File: src/binary_max_heap_priority_queue_defines.svh
// ----------------------------------------------------------------------------
// Assertion macros for the binary max-heap priority queue
// Concurrent checks compile away when SYNTHESIS is defined.
// ----------------------------------------------------------------------------
`ifndef BINARY_MAX_HEAP_PRIORITY_QUEUE_DEFINES_SVH
`define BINARY_MAX_HEAP_PRIORITY_QUEUE_DEFINES_SVH
`ifndef SYNTHESIS
// property holds at every edge outside reset
`define BHPQ_ASSERT(lbl, clk, rst, prop, msg) \
   lbl: assert property (@(posedge clk) disable iff (rst) prop) else $error(msg);
// condition never occurs outside reset
`define BHPQ_ASSERT_NEVER(lbl, clk, rst, cond, msg) \
   lbl: assert property (@(posedge clk) disable iff (rst) !(cond)) else $error(msg);
`else
`define BHPQ_ASSERT(lbl, clk, rst, prop, msg)
`define BHPQ_ASSERT_NEVER(lbl, clk, rst, cond, msg)
`endif
`endif

File: src/bhpq_pkg.sv
// ----------------------------------------------------------------------------
// bhpq_pkg
// Types and codes shared by the heap priority queue modules.
// ----------------------------------------------------------------------------
`default_nettype none

package bhpq_pkg;

   localparam int unsigned FIELD_W = 8;
   localparam int unsigned CNT_W   = 11;
   localparam int unsigned PRIO_W  = 10;

   localparam logic OP_PUSH = 1'b0;
   localparam logic OP_POP  = 1'b1;

   localparam logic [1:0] STATUS_OK    = 2'd0;
   localparam logic [1:0] STATUS_FULL  = 2'd1;
   localparam logic [1:0] STATUS_EMPTY = 2'd2;

   typedef struct packed {
      logic [FIELD_W-1:0] health;
      logic [FIELD_W-1:0] damage;
      logic [FIELD_W-1:0] skill;
   } entry_type;

   typedef struct packed {
      logic               op;
      logic [FIELD_W-1:0] health_in;
      logic [FIELD_W-1:0] damage_in;
      logic [FIELD_W-1:0] skill_in;
   } req_type;

   typedef struct packed {
      logic [FIELD_W-1:0] health_out;
      logic [FIELD_W-1:0] damage_out;
      logic [FIELD_W-1:0] skill_out;
      logic [CNT_W-1:0]   entry_count;
      logic [1:0]         status;
   } rsp_type;

   typedef enum logic [3:0] {
      S_IDLE,
      S_UP_RD,
      S_UP_CMP,
      S_DN_LOAD,
      S_DN_RDL,
      S_DN_CMPL,
      S_DN_CMPR,
      S_DN_MOVE,
      S_DONE
   } state_type;

endpackage

`default_nettype wire

File: src/bhpq_cmp.sv
// ----------------------------------------------------------------------------
// bhpq_cmp
// Shared priority comparator: a_gt is set when prio(a) > prio(b).
// ----------------------------------------------------------------------------
`default_nettype none

module bhpq_cmp
   import bhpq_pkg::*;
(
   input  wire entry_type a,
   input  wire entry_type b,
   output logic           a_gt
);

   logic [PRIO_W-1:0] prio_a;
   logic [PRIO_W-1:0] prio_b;

   // sum of the three fields; /3 would not change the order
   assign prio_a = PRIO_W'(a.health) + PRIO_W'(a.damage) + PRIO_W'(a.skill);
   assign prio_b = PRIO_W'(b.health) + PRIO_W'(b.damage) + PRIO_W'(b.skill);
   assign a_gt   = prio_a > prio_b;

endmodule

`default_nettype wire

File: config.mk
export PLATFORM = sky130hd
export DESIGN_NAME = bhpq_cmp
export DESIGN_NICKNAME = d
export VERILOG_FILES = /design/src/binary_max_heap_priority_queue_defines.svh /design/src/bhpq_pkg.sv /design/src/bhpq_cmp.sv
export SDC_FILE = /design/constraint.sdc
export NUM_CORES = 1
export LEC_CHECK = 0
export CORE_ASPECT_RATIO = 0.9
export CORE_MARGIN = 2
export CORE_UTILIZATION = 35
export DETAILED_ROUTE_END_ITERATION = 12
export DONT_BUFFER_PORTS = 1
export PLACE_DENSITY = 0.55
export SYNTH_ARGS = -nofsm -noshare
export SYNTH_HDL_FRONTEND = slang
export SYNTH_SLANG_ARGS = --single-unit
File: constraint.sdc
create_clock -name vclk -period 3.6
set_input_delay 0.18 -clock vclk [all_inputs]
set_output_delay 0.18 -clock vclk [all_outputs]
set_load 0.02 [all_outputs]
==> implementation parameters <==
Parameter                              Value

STA
  Slew Limit Fails    0
  Fmax    296.2 MHz
  Worst max-slew margin expressed relative to the limit    76.83%
  Final Hold Vio Count    0
  RSZ-0062 raised after global routing    false
  Final critical-path share of the clock period    93.80%
  Total negative slack for setup checks    0 ps
  Slew at the pin closest to its max-slew limit    ~350 ps
  Count of final setup violators    0
  Worst-case setup margin in the final layout    223.3 ps
  Final min period    3377 ps

Worst setup path
  Required time of the critical path    3420 ps
  Critical Path AT    3200 ps
  CP Buf/Inv Count    4
  Critical path endpoint category    output pin
  Maximum fanout along the worst path    3
  Number of cells on the critical path    15
  Start-to-end type of the worst setup path    in2out
  Worst path cell trace    inv_1, fa_1, inv_1, ha_1, fa_2, buf_4, a21o_2, a21oi_1, xnor2_1, ha_1, and3_1, a22o_1, o21ai_0, a31oi_1, buf_4
  Cell type of the slowest stage on the worst timing path    sky130_fd_sc_hd__fa_1
  Startpoint type of the worst setup path    primary input
  Kind of cell with the highest combined delay on the critical path    adder cells
  Peak per-stage delay on the critical path    around 530 ps

Placed design
  Minimum setup slack after placement    about 150 ps
  Number of port buffers    0
  Half-perimeter wire length after placement    2039 um
  RD Place Congestion    0.7824

Global route
  Maximum number of pins on one net before global-route repair    6
  Global-route wire length before repair    between 3000 and 4000 um
  Vias in the first global route    between 900 and 1,000
  Number of antenna violations at the first check in global routing    0
  Global router's overall resource usage    11.50%
  Grt ovf    0

Worst hold path
  Hold-critical path depth    6
  Type of the most critical hold path    in2out

Drt
  WL per Instance    11.87 um
  Antenna viol nets, final    0
  Initial DRT Pass Iterations    4
  Vias    946
  DRC violation count after routing    0
  DRT iter0 DRCs    10
  Detail-routed via count per cell    5.169
  Total length of routed wires    between 2000 and 2500 um

Flow run
  Max Cap Viol    0

Logic synthesis
  Top cell type by total area after synthesis    sky130_fd_sc_hd__fa_1
  Synth Cell Area    around 1200 um2
  Yosys Warn Count    0
  Number of unique standard cell types used by synthesis    27
  Post-synth top area share    29.45%
  Number of nets in the synthesized netlist    227
  Average cell area after synthesis    8.932 um2
  Sequential share of the synthesized area    0%
  Post-Synthesis Cells    137
  Leading post-synthesis cells by cell area    sky130_fd_sc_hd__fa_1 29%, sky130_fd_sc_hd__ha_1 25%, sky130_fd_sc_hd__inv_1 7.7%

Run status
  Result of the run    complete, no violations

Power
  Peak ir drop on the vdd network    0.09157 mV
  Total power per unit cell area    349.7 nW/um2
  Static Leak    0.0006326 uW

Final layout
  Layout cells sized above 1    7.194%
  Synth-to-Final Area Change    5.930%
  Diode count    0
  Number of clock buffers in the layout    0
  Seq cells    0
  Sequential cell area    0 um2
  Number of nets in the layout    231
  Filler cell count in the final layout    about 350

Floorplan
  DIE AREA    3986 um2
  Io pins    ~50
  Row Count    20
  Area of the core    3353 um2
  Vertical die dimension    between 60 and 70 um
  Chip width    66.33 um
  Initial Util    between 30 and 40%

Clock network
  Hold Buf Count CTS    0
## metrics by stage
stage | std cells | hold WS (ps) | power, uW | util [%] | instance area [um2]
after floorplan | 137 | 815.8 | 350.2 | - | 1224
after global placement | 182 | 943.1 | 421.3 | 38.36 | 1286
after detailed placement | 182 | 959.7 | 448.2 | 38.36 | 1286
after CTS | 182 | 972.3 | 452.0 | 38.36 | 1286
after global routing | 183 | 1053 | 521.7 | 38.66 | 1296
final | 183 | 967.6 | 453.3 | 38.66 | 1296
## logic make-up after synthesis
| family | share of synthesized area (%) |
|---|---|
| adders and majority gates | 53.99 |
| xor gates and xnor gates | 6.441 |
| and+or+nand+nor | 9.203 |
| buffers and inverters | 7.669 |
| AOI/OAI and AO/OA | 22.70 |
## power breakdown
part / switching, uW / total (uW) / internal [uW]
clock network: 0 / 0 / 0
registers: 0 / 0 / 0
logic: 238 / 453 / 215
## cell usage in the layout (no fill, tap or decap), types with 2 or more instances in the layout
cell / Yosys / routed
sky130_fd_sc_hd__xnor2_1: 4 / 4
sky130_fd_sc_hd__xor2_1: 5 / 5
sky130_fd_sc_hd__o21bai_1: 4 / 4
sky130_fd_sc_hd__o21ai_0: 10 / 10
sky130_fd_sc_hd__a21oi_1: 8 / 8
sky130_fd_sc_hd__o31ai_2: 2 / 2
sky130_fd_sc_hd__a211oi_2: 2 / 2
sky130_fd_sc_hd__a21o_1: 5 / 5
sky130_fd_sc_hd__buf_4: 0 / 2
sky130_fd_sc_hd__nor4_1: 4 / 4
sky130_fd_sc_hd__nor2_1: 6 / 6
sky130_fd_sc_hd__fa_1: 18 / 17
sky130_fd_sc_hd__ha_1: 24 / 24
sky130_fd_sc_hd__o21a_1: 2 / 2
sky130_fd_sc_hd__nand2_1: 5 / 5
sky130_fd_sc_hd__a211oi_1: 2 / 2
sky130_fd_sc_hd__inv_1: 25 / 25
## timing repair
action                                  in CTS  in global routing
buffers inserted                             0                  1
resized for setup                            0                  1
hold endpoints to repair                     0                  0
endpoints found under the setup margin       0                  1
## synth_stat cells (all sizes together) (2+ instances only)
master  instances
inv            25
ha             24
fa             18
o21ai          10
a21oi           8
a21o            6
nor2            6
nand2           5
xor2            5
a211oi          4
nor4            4
o21bai          4
xnor2           4
nor2b           2
o21a            2
o31ai           2
## layer usage
layer	track usage, %	part of all wire, %
met5	0	0
met4	0	0
met3	0	3.9
met2	22.43	52
met1	15.18	44
## cell type report
cell class	count	area [um2]	area share, %
timing repair buffer	2	15.01	1.158
inverter	25	93.84	7.239
multi-input combinational	112	1132	87.36
tap	44	55.05	4.247
## worst paths after layout
| check | startpoint | to | slack, ps |
|---|---|---|---|
| worst max-delay path | a[1] | a_gt | 220 |
| worst min-delay path | b[16] | a_gt | 970 |
(Power assumes the default switching activity.)
